<file path="src/mfps_pkg.sv">
// Package for the maximum falling path sum block.
// Holds the payload structs, the front-to-back control struct and the fixed widths.
// No dependencies.
package mfps_pkg;

  localparam int unsigned CfgW   = 9;
  localparam int unsigned ValueW = 32;
  localparam int unsigned SumW   = 48;

  // Column count after reset.
  localparam logic [CfgW-1:0] ColumnsReset = 9'd256;

  localparam logic signed [SumW-1:0] SumMax = {1'b0, {(SumW-1){1'b1}}};
  localparam logic signed [SumW-1:0] SumMin = {1'b1, {(SumW-1){1'b0}}};

  typedef struct packed {
    logic signed [ValueW-1:0] cell_value;
    logic                     last_cell;
  } in_item_t;

  typedef struct packed {
    logic signed [SumW-1:0] max_path_sum;
    logic                   overflow_flag;
  } out_item_t;

  // A cell after classification by the front end.
  typedef struct packed {
    logic signed [ValueW-1:0] cell_value;
    logic                     last_cell;
    logic                     first_row;  // cell belongs to the top row
    logic                     row_start;  // cell sits in column zero
    logic                     has_right;  // an above-right neighbor exists
  } cell_ctl_t;

endpackage

</file>
<file path="src/mfps_queue.sv">
// Two-entry queue between the front end and the back end of the path sum block.
// Also exposes the head as it will be after the coming clock edge. Depends on mfps_pkg.
module mfps_queue #(
  parameter int unsigned ColW = 8
) (
  input  logic                clk_i,
  input  logic                rst_ni,
  input  logic                push_i,
  input  mfps_pkg::cell_ctl_t push_ctl_i,
  input  logic [ColW-1:0]     push_col_i,
  input  logic [ColW-1:0]     push_col_b_i,
  output logic                full_o,
  input  logic                pop_i,
  output logic                head_valid_o,
  output mfps_pkg::cell_ctl_t head_ctl_o,
  output logic [ColW-1:0]     head_col_o,
  output logic [ColW-1:0]     nxt_col_o,
  output logic [ColW-1:0]     nxt_col_b_o
);

  typedef struct packed {
    mfps_pkg::cell_ctl_t ctl;
    logic [ColW-1:0]     col;
    logic [ColW-1:0]     col_b;
  } slot_t;

  slot_t       slot0_q, slot0_d, slot1_q, slot1_d, incoming;
  logic [1:0]  cnt_q, cnt_d, remain;

  always_comb begin
    incoming.ctl   = push_ctl_i;
    incoming.col   = push_col_i;
    incoming.col_b = push_col_b_i;
    slot0_d = pop_i ? slot1_q : slot0_q;
    slot1_d = slot1_q;
    remain  = cnt_q - {1'b0, pop_i};
    if (push_i) begin
      if (remain == 2'd0) begin
        slot0_d = incoming;
      end else begin
        slot1_d = incoming;
      end
    end
    cnt_d = remain + {1'b0, push_i};
  end

  assign full_o       = (cnt_q == 2'd2);
  assign head_valid_o = (cnt_q != 2'd0);
  assign head_ctl_o   = slot0_q.ctl;
  assign head_col_o   = slot0_q.col;
  assign nxt_col_o    = slot0_d.col;
  assign nxt_col_b_o  = slot0_d.col_b;

  always_ff @(posedge clk_i) begin
    slot0_q <= slot0_d;
    slot1_q <= slot1_d;
  end

  always_ff @(posedge clk_i or negedge rst_ni) begin
    if (!rst_ni) begin
      cnt_q <= 2'd0;
    end else begin
      cnt_q <= cnt_d;
    end
  end

`ifndef ASSERT_OFF
  a_no_push_full: assert property (@(posedge clk_i) disable iff (!rst_ni)
    full_o |-> !push_i)
    else $error("queue written while full");
  a_no_pop_empty: assert property (@(posedge clk_i) disable iff (!rst_ni)
    !head_valid_o |-> !pop_i)
    else $error("queue read while empty");
  a_count_range: assert property (@(posedge clk_i) disable iff (!rst_ni)
    (pop_i && !push_i && cnt_q == 2'd1) |=> !head_valid_o)
    else $error("queue count wrong after last entry left");
`endif

endmodule

</file>
<file path="config.mk">
export PLATFORM = sky130hd
export DESIGN_NAME = mfps_queue
export DESIGN_NICKNAME = d
export VERILOG_FILES = /design/src/mfps_pkg.sv /design/src/mfps_queue.sv
export SDC_FILE = /design/constraint.sdc
export NUM_CORES = 1
export LEC_CHECK = 0
export BUFFER_PORTS_ARGS = -buffer_cell sky130_fd_sc_hd__buf_2
export CORE_AREA = 2 2 107 109
export DETAILED_ROUTE_END_ITERATION = 10
export DIE_AREA = 0 0 109 111
export GPL_TIMING_DRIVEN = 1
export PLACE_DENSITY = 0.68
export SYNTH_ARGS = -nofsm -noshare
export SYNTH_HDL_FRONTEND = slang
export SYNTH_SLANG_ARGS = --single-unit
</file>
<file path="constraint.sdc">
create_clock -name clk_i -period 7 [get_ports clk_i]
set_input_delay 0.35 -clock clk_i [delete_from_list [all_inputs] [get_ports clk_i]]
set_output_delay 0.35 -clock clk_i [all_outputs]
set_load 0.02 [all_outputs]
</file>
==> run summary <==
Die Width = 109 um
H-Tree Depth = 3
post-synthesis instance area = 0.00486 sq mm
skew final = 0.00359 ns
startpoint class of the critical path = input port
Max Slew Vio Count = 0
Slew headroom = 0.530
CP max stage cell = buf_4
critical path, cell by cell = buf_4, ha_1, nand3b_4, buf_4, mux2_2, buf_2
DIE AREA = 0.0121 sq mm
period utilization = 0.432
CP required = 6.65 ns
initial core utilization = 0.439
Pwr Total = 2.35 mW
final hold viol count = 0
DR vias = 2,274
P&R area growth vs syn = 10.7%
Bufs on Longest Clock Path = 2
hold buffers post-CTS = 1
average size of a mapped cell = 16.7 sq um
Final #Nets = 410
pwr/cell area = 437 mW/mm^2
vias in the first global route = 2,325
Initial DRC Count = 104
ant diodes = 0
largest net degree at the start of global routing = 53
Max Fclk = 330 MHz
1st-pass router iterations = 4
CP max stage delay = 0.56 ns
placed instance count = 483
Sink Count = 106
Crit path arrival time = 2.68 ns
Clock Latency Late Sink = 0.34 ns
# resized after CTS = 0
RD Place Congestion = 0.689
Non-Filler Instances = 500
DRC Markers = 0
Syn Inst Count = 291
TritonCTS buffer count = 9
Total GRT Usage = 0.129
post-synth cell types = 15
status = finished, final reports clean
post-route setup TNS = 0 ns
RSZ-0062 raised after global routing = false
port bufs = 117
row count = 39
routed wire length = 7.52 mm
CTS tree = done
vias per cell = 4.55
global-route wire length before repair = 12.0 mm
HPWL after detailed placement = 4.88 mm
yosys synthesis warning count = 0
Filler cells = 950
Seq/Total Area, Yosys = 0.545
Root Buffer = clkbuf_16
Net Count, Synth = 349
Crit. End Element = output pin
R2R setup slack = 4.74 ns
Max Cap Viol = 0
clock slew at reported path FFs = 0.07 ns
final setup fails = 0
Post-CTS Repair Setup Buffers = 0
Die H = 111 um
VDD IR max = 235 uV
Hold WC Path Type = in -> reg
GRT Residual Overflow = 0
io pins = 118
Yosys reg bits = 106
crit-path most repeated cell = buf_4
Worst Path Max Fanout = 28
min Tclk post-route = 3.03 ns
final antenna-violating net count = 0
share of cells above drive strength 1 = 0.675
Static Leak = 2.53 nW
initial antenna violation count = 0
slew at the pin closest to its max-slew limit = 0.705 ns
Avg WL per Cell = 15.0 um
Worst Setup Path Type = in -> out
core box area = 0.0111 sq mm
==> metrics by stage <==
stage          hold WS [ns]  cell area, sq um  setup slack (ns)  utilization
3_3_place_gp          0.136              5080              3.96        0.459
2_1_floorplan        0.0544              4860              4.59            -
4_1_cts               0.176              5380              3.90        0.486
3_5_place_dp          0.139              5080              3.90        0.459
5_1_grt               0.179              5380              3.85        0.486
6_report              0.198              5380              3.97        0.486
==> state kept, by name (all words and copies together) (netlist names) <==
signal,count
head_col_o,8
head_ctl_o,36
slot0_q,8
slot1_q,52
cnt_q,2
==> area by class of cell <==
cell class                 instances  area (sq um)  area share
multi-input combinational        112          1630       0.303
inverter                           2          7.51     0.00139
clock inverter                     7          67.6      0.0126
clock buffer                       9           225      0.0418
sequential                       106          2650       0.493
tap                              143           179      0.0332
timing repair buffer             121           621       0.115
==> critical path: cells and delay by family <==
family / cells / cell delay (ns)
AND/OR/NAND/NOR: 1 / 0.41
multiplexers: 1 / 0.41
buffers and inverters: 3 / 1.11
adder cells (fa/ha/maj): 1 / 0.36
==> layout by cell type, fill, tap and decap left out, types with 2 or more instances in the layout <==
cell       instances
buf_2            116
mux2_4           100
dfxtp_1           52
edfxtp_1          52
clkbuf_16          9
mux2_2             4
buf_4              4
inv_1              2
xnor2_1            2
ha_1               2
inv_6              2
clkinv_1           2
dfrtp_1            2
==> final timing paths <==
kind,start,to,cells after the start
setup / recovery,pop_i,nxt_col_b_o[0],6
hold reg to reg,cnt_q[1],cnt_q[1],1
max in group asynchronous,rst_ni,cnt_q[1],2
setup reg to reg,cnt_q[0],slot0_q[0],5
min in group asynchronous,rst_ni,cnt_q[0],2
hold / removal,push_ctl_i[18],slot1_q[34],1
==> cell families (layout without fill, tap and decap cells) <==
group           Yosys count  count (layout)  share of synthesized area
compound gates            1               1                    0.00154
xor+xnor                  2               2                    0.00360
fa+ha+maj                 2               2                    0.00514
buf+inv                  73             139                      0.120
flops                   106             106                      0.545
mux                     104             104                      0.318
simple gates              3               3                    0.00669
==> cells in the mapped netlist, drive strengths merged <==
library cell / instances / area, sq um
ha: 2 / 25.0
o21a: 1 / 7.51
or2: 1 / 6.26
dfxtp: 52 / 1040
dfrtp: 2 / 50.1
xnor2: 2 / 17.5
nor2b: 1 / 6.26
inv: 2 / 7.51
mux2: 104 / 1550
edfxtp: 52 / 1560
buf: 71 / 574
nand3b: 1 / 20.0
==> per-layer routing <==
layer | global-route usage | share of wire
met4 | 0.0513 | 0.017
met1 | 0.158 | 0.44
met5 | 0 | 0
met2 | 0.213 | 0.50
met3 | 0.0364 | 0.047
==> where the power goes <==
part           total [mW]  switching [mW]  internal [mW]
clock network       0.495           0.218          0.277
registers           0.953          0.0815          0.872
logic               0.905           0.442          0.463
(Power assumes the default switching activity.)
