==> config.mk <==
export PLATFORM = sky130hd
export DESIGN_NAME = mfps_front
export DESIGN_NICKNAME = d
export VERILOG_FILES = /design/src/mfps_pkg.sv /design/src/mfps_front.sv
export SDC_FILE = /design/constraint.sdc
export NUM_CORES = 1
export LEC_CHECK = 0
export BUFFER_PORTS_ARGS = -buffer_cell sky130_fd_sc_hd__buf_2
export CAP_MARGIN = 40
export CORE_MARGIN = 2
export CORE_UTILIZATION = 45
export DETAILED_ROUTE_END_ITERATION = 6
export PLACE_DENSITY = 0.8
export SLEW_MARGIN = 20
export SYNTH_ARGS = -nofsm -noshare
export SYNTH_HDL_FRONTEND = slang
export SYNTH_SLANG_ARGS = --single-unit
==> constraint.sdc <==
create_clock -name clk_i -period 6.66 [get_ports clk_i]
set_input_delay 1.998 -clock clk_i [delete_from_list [all_inputs] [get_ports clk_i]]
set_output_delay 1.998 -clock clk_i [all_outputs]
set_load 0.05 [all_outputs]
==> src/mfps_pkg.sv <==
// Package for the maximum falling path sum block.
// Holds the payload structs, the front-to-back control struct and the fixed widths.
// No dependencies.
package mfps_pkg;

  localparam int unsigned CfgW   = 9;
  localparam int unsigned ValueW = 32;
  localparam int unsigned SumW   = 48;

  // Column count after reset.
  localparam logic [CfgW-1:0] ColumnsReset = 9'd256;

  localparam logic signed [SumW-1:0] SumMax = {1'b0, {(SumW-1){1'b1}}};
  localparam logic signed [SumW-1:0] SumMin = {1'b1, {(SumW-1){1'b0}}};

  typedef struct packed {
    logic signed [ValueW-1:0] cell_value;
    logic                     last_cell;
  } in_item_t;

  typedef struct packed {
    logic signed [SumW-1:0] max_path_sum;
    logic                   overflow_flag;
  } out_item_t;

  // A cell after classification by the front end.
  typedef struct packed {
    logic signed [ValueW-1:0] cell_value;
    logic                     last_cell;
    logic                     first_row;  // cell belongs to the top row
    logic                     row_start;  // cell sits in column zero
    logic                     has_right;  // an above-right neighbor exists
  } cell_ctl_t;

endpackage

==> src/mfps_front.sv <==
// Front end of the maximum falling path sum block: column register, row tracking
// and classification of each accepted cell. Depends on mfps_pkg.
module mfps_front #(
  parameter int unsigned MAX_COLUMNS = 256,
  parameter int unsigned ColW        = 8
) (
  input  logic                        clk_i,
  input  logic                        rst_ni,
  input  logic                        cfg_we_i,
  input  logic [mfps_pkg::CfgW-1:0]   cfg_data_i,
  input  logic                        in_valid_i,
  output logic                        in_ready_o,
  input  mfps_pkg::in_item_t          in_item_i,
  input  logic                        q_full_i,
  output logic                        push_o,
  output mfps_pkg::cell_ctl_t         push_ctl_o,
  output logic [ColW-1:0]             push_col_o,
  output logic [ColW-1:0]             push_col_b_o
);

  localparam int unsigned CntW = $clog2(MAX_COLUMNS + 1);
  localparam int unsigned CmpW = (CntW > mfps_pkg::CfgW) ? CntW : mfps_pkg::CfgW;

  logic [mfps_pkg::CfgW-1:0] cols_q;
  logic [ColW-1:0]           col_q, col_d;
  logic                      first_q, first_d;

  logic [CmpW-1:0] cols_raw, cols_eff, col_ext, j_plus;
  logic [ColW-1:0] j;
  logic            wrap, first, has_right;

  always_comb begin
    cols_raw = CmpW'(cols_q);
    if (cols_raw == '0) begin
      cols_eff = CmpW'(1);
    end else if (cols_raw > CmpW'(MAX_COLUMNS)) begin
      cols_eff = CmpW'(MAX_COLUMNS);
    end else begin
      cols_eff = cols_raw;
    end
    // A row left unfinished by a smaller column count is taken as ended.
    col_ext   = CmpW'(col_q);
    wrap      = col_ext >= cols_eff;
    j         = wrap ? '0 : col_q;
    first     = first_q & ~wrap;
    j_plus    = CmpW'(j) + CmpW'(1);
    has_right = j_plus < cols_eff;
  end

  assign in_ready_o = ~q_full_i;
  assign push_o     = in_valid_i & ~q_full_i;

  always_comb begin
    push_ctl_o.cell_value = in_item_i.cell_value;
    push_ctl_o.last_cell  = in_item_i.last_cell;
    push_ctl_o.first_row  = first;
    push_ctl_o.row_start  = (j == '0);
    push_ctl_o.has_right  = has_right;
    push_col_o            = j;
    push_col_b_o          = has_right ? j_plus[ColW-1:0] : j;
  end

  always_comb begin
    col_d   = col_q;
    first_d = first_q;
    if (push_o) begin
      if (in_item_i.last_cell) begin
        col_d   = '0;
        first_d = 1'b1;
      end else if (!has_right) begin
        col_d   = '0;
        first_d = 1'b0;
      end else begin
        col_d   = j_plus[ColW-1:0];
        first_d = first;
      end
    end
  end

  always_ff @(posedge clk_i or negedge rst_ni) begin
    if (!rst_ni) begin
      cols_q  <= mfps_pkg::ColumnsReset;
      col_q   <= '0;
      first_q <= 1'b1;
    end else begin
      if (cfg_we_i) begin
        cols_q <= cfg_data_i;
      end
      col_q   <= col_d;
      first_q <= first_d;
    end
  end

endmodule

==> results list <==
- After floorplanning, the core was sized to cover 0.003971 sq mm.
- DRC violations left: 0
* Instance count of the mapped netlist: 212
* Final setup violation count: 0
* Clk pwr share: roughly 17%
* Distinct cells, synth: 48
- Timing would allow up to 156.5 MHz.
* Power Dens Cells: 271.8 mW/mm^2
- Hold buffer count at CTS: 0
- CP peak stage delay: 410 ps
- The count of nets left with antenna violations once routing finished came out at 0.
* I/O pin count: 101
- The final critical path takes up 95.92% of the cycle.
- Final total power: 0.5502 mW
* Logic depth of the worst path, buffers included: 21
- Fin Clk Skew: roughly 7.4 ps
- Post-layout util: 50.98%
- Number of DRC markers in iteration 0: 34
* Effective utilization at floorplan: a little under half
* Routed WL per cell: 16.45 microns
- The analysis attributes to net switching a power of 0.2670 mW.
- Type of the most critical hold path: register to register
* Fin. max-slew vios: 0
* Status: completed
- Total CTS buffers: 3
* Design internal power: 0.2832 mW
- Final net count: 290
* Worst skew pair latency: 270 ps
- CTS built an H-tree with a depth of 1.
* Post-synth design cell area: around 0.0019 sq mm
- Arr. time, crit path: 4390 ps
* Net Count, Synth: approximately 280
* Vias in the first global route: 1,406
- Fillcell total: 370
* Worst setup EP type: output port
- Counting I/O delays and the setup requirement, the final critical path takes 6388 ps.
* Post-DR vias/cell: approximately 5.5
- Async SR Flop Fraction: 100.0%
- Remaining Overflow, GRT: 0
* Final routed wirelength across all metal layers: 4491 microns
- Final Hold Slack: 527.9 ps
- Sequential cell area fraction in the yosys report: 24.46%
- Leak pwr: 0.9900 nW
* Floorplan row count: 23
- Floorplan die height: 68.15 microns
- Worst-case clock buffer depth: 2
- The slowest stage of the critical path is the sky130_fd_sc_hd__dfrtp_1 cell.
- Critical path buffer and inverter count: 3
- Final number of hold-violating endpoints: 0
* Biggest fanout along the worst timing path: 4
- Final weighted congestion in routability-driven placement: 0.9315
- The critical path is of the register to output port type.
* Detailed placer's ending HPWL: 3216 microns
* Layout area overhead: 9.324%
- Switching share of power: 48.53%
- Antenna diode instance count: 0
* Count of maximum capacitance violations: 0
- Die Footprint: 0.004644 sq mm
- The worst register-to-register path has a depth of 22.
- Measured against its own limit, the worst slew margin works out to 66.13%.
- Largest net degree at the start of global routing: 19
* Root buffer cell: sky130_fd_sc_hd__clkbuf_8
- Per report_power, the sequential group accounts for 24.8% of the total.
* Number of antenna violations at the first check in global routing: 0
- The first global-routing pass estimated ~6700 microns of wire.
* Yosys warning total: 0
* Die extent in x: 68.15 microns
- Critical-path cell list: nor4_2 > a21oi_1 > nor2_2 > ha_1 > nor2b_2 > o21ai_2 > a21oi_2 > nand2_2 > clkinvlp_4 > ha_1 > nand3_2 > xor2_1 > nand2b_1 > inv_2 > ha_4 > a211oi_2 > nand3_1 > a221oi_4 > nand3_1 > mux2_1 > buf_2
- Overall Global Routing Usage: roughly 19%
* Worst slew pin tran: 506.9 ps
- Critical path required time: roughly 4700 ps
- For this block, the via count after detailed routing is 1,506.
- Cell type group with the largest total delay on the critical path: simple AND/OR/NAND/NOR gates
* IR drop worst, VDD: 0.2228 mV
* First-pass DRT Iterations: 4
- Number of flops mapped to enable cells by yosys: 0
- Synthesis inferred 18 register bits.
- For this design, the sink count on the clock tree is 18.
* Mean cell area of the mapped netlist: 8.735 sq um
- Layout cells sized above 1: around 43%
* WHS Path Cells: 1
- Combinational logic burns 58.0% of the power.
- Setup TNS: 0 ps
- Among all flip-flop cells after synthesis, the most frequent one is sky130_fd_sc_hd__dfrtp_1.
- Clock tree from TritonCTS: yes
- Clock-pin slew was measured on the worst setup and hold paths at 70 ps.
- Port buffering added 36 buffers.
- STA classifies the critical path startpoint as a register.
-- what timing repair did --
item | in CTS | in global routing
endpoints found under the hold margin | 0 | 0
setup endpoints to repair | 8 | 9
resized for setup | 3 | 19
setup buffers | 2 | 4
pin swaps | 1 | 9
-- per-layer routing --
layer	GRT usage (%)	up-vias	part of all wire, %
met5	0	-	0
met3	2.796	9	5.5
li1	-	722	-
met1	22.92	730	42
met4	8.000	0	1.9
met2	34.83	45	51
-- Yosys cell counts (3+ instances only) --
cell / n / area share [%]
sky130_fd_sc_hd__ha_1: 19 / 13
sky130_fd_sc_hd__buf_4: 35 / 14
sky130_fd_sc_hd__nand2_1: 25 / 5.1
sky130_fd_sc_hd__nand3_1: 12 / 3.2
sky130_fd_sc_hd__a21oi_1: 6 / 1.6
sky130_fd_sc_hd__xor2_1: 3 / 1.4
sky130_fd_sc_hd__mux2_2: 13 / 7.9
sky130_fd_sc_hd__dfrtp_1: 16 / 22
sky130_fd_sc_hd__inv_1: 11 / 2.2
sky130_fd_sc_hd__nor2_1: 15 / 3.0
sky130_fd_sc_hd__nor3_1: 3 / 0.81
sky130_fd_sc_hd__o21ai_0: 5 / 1.4
sky130_fd_sc_hd__xnor2_1: 4 / 1.9
sky130_fd_sc_hd__and2_1: 5 / 1.7
sky130_fd_sc_hd__o31ai_1: 3 / 1.2
-- flip-flops by register name, summed over array words and instances (netlist names) --
signal	count
cols_q	9
col_q	8
first_q	1
-- kinds of logic after synthesis --
kind of cell / after synthesis / synth area share, %
AND/OR/NAND/NOR: 77 / 21.83
buffers and inverters: 51 / 18.24
AO/OA/AOI/OAI: 26 / 10.81
adder cells (fa/ha/maj): 19 / 12.84
flip-flops: 18 / 24.46
multiplexers: 14 / 8.513
XOR/XNOR: 7 / 3.311
-- layout by cell type, fill, tap and decap left out, drive strengths merged, types with 3 or more instances in the layout --
| cell type | count |
|---|---|
| nand3 | 13 |
| ha | 19 |
| dfrtp | 16 |
| inv | 10 |
| nand2 | 26 |
| clkbuf | 5 |
| nor3 | 3 |
| xnor2 | 4 |
| and3 | 3 |
| nor2 | 15 |
| buf | 45 |
| o21ai | 7 |
| xor2 | 3 |
| and2 | 5 |
| o31ai | 3 |
| a21oi | 7 |
| mux2 | 14 |
-- cell type report --
cell class / instances / area [sq um] / share of cell area [%]
Clock buffer: 4 / 55.05 / 2.719
Inverter: 12 / 55.05 / 2.719
Multi-Input combinational cell: 143 / 1135 / 56.06
Sequential cell: 18 / 452.9 / 22.37
Tap cell: 50 / 62.56 / 3.090
Timing Repair Buffer: 46 / 264.0 / 13.04
-- final timing paths --
kind                       slack, ps       from         endpoint
setup / recovery                 270  cols_q[1]  push_col_b_o[5]
hold / removal                   530  cols_q[0]        cols_q[0]
setup reg to reg                2450  cols_q[1]         col_q[6]
hold reg to reg                  530  cols_q[0]        cols_q[0]
max in group asynchronous       4660     rst_ni          first_q
min in group asynchronous       1670     rst_ni         col_q[0]
-- power by group through the flow --
stage,clock [mW],combinational [mW],sequential [mW]
4_1_cts,0.0985,0.295,0.134
6_report,0.0951,0.319,0.136
5_1_grt,0.102,0.342,0.138
2_1_floorplan,0,0.277,0.136
3_3_place_gp,0,0.285,0.136
3_5_place_dp,0,0.289,0.136
-- through the flow --
stage          setup slack, ps  cells  instance area [sq um]
2_1_floorplan            53.75    212                   1867
3_3_place_gp             303.7    263                   1847
3_5_place_dp             130.6    263                   1847
4_1_cts                  3.908    269                   1923
5_1_grt                 -4.312    273                   2024
6_report                 271.5    273                   2024
(Power assumes the default switching activity.)
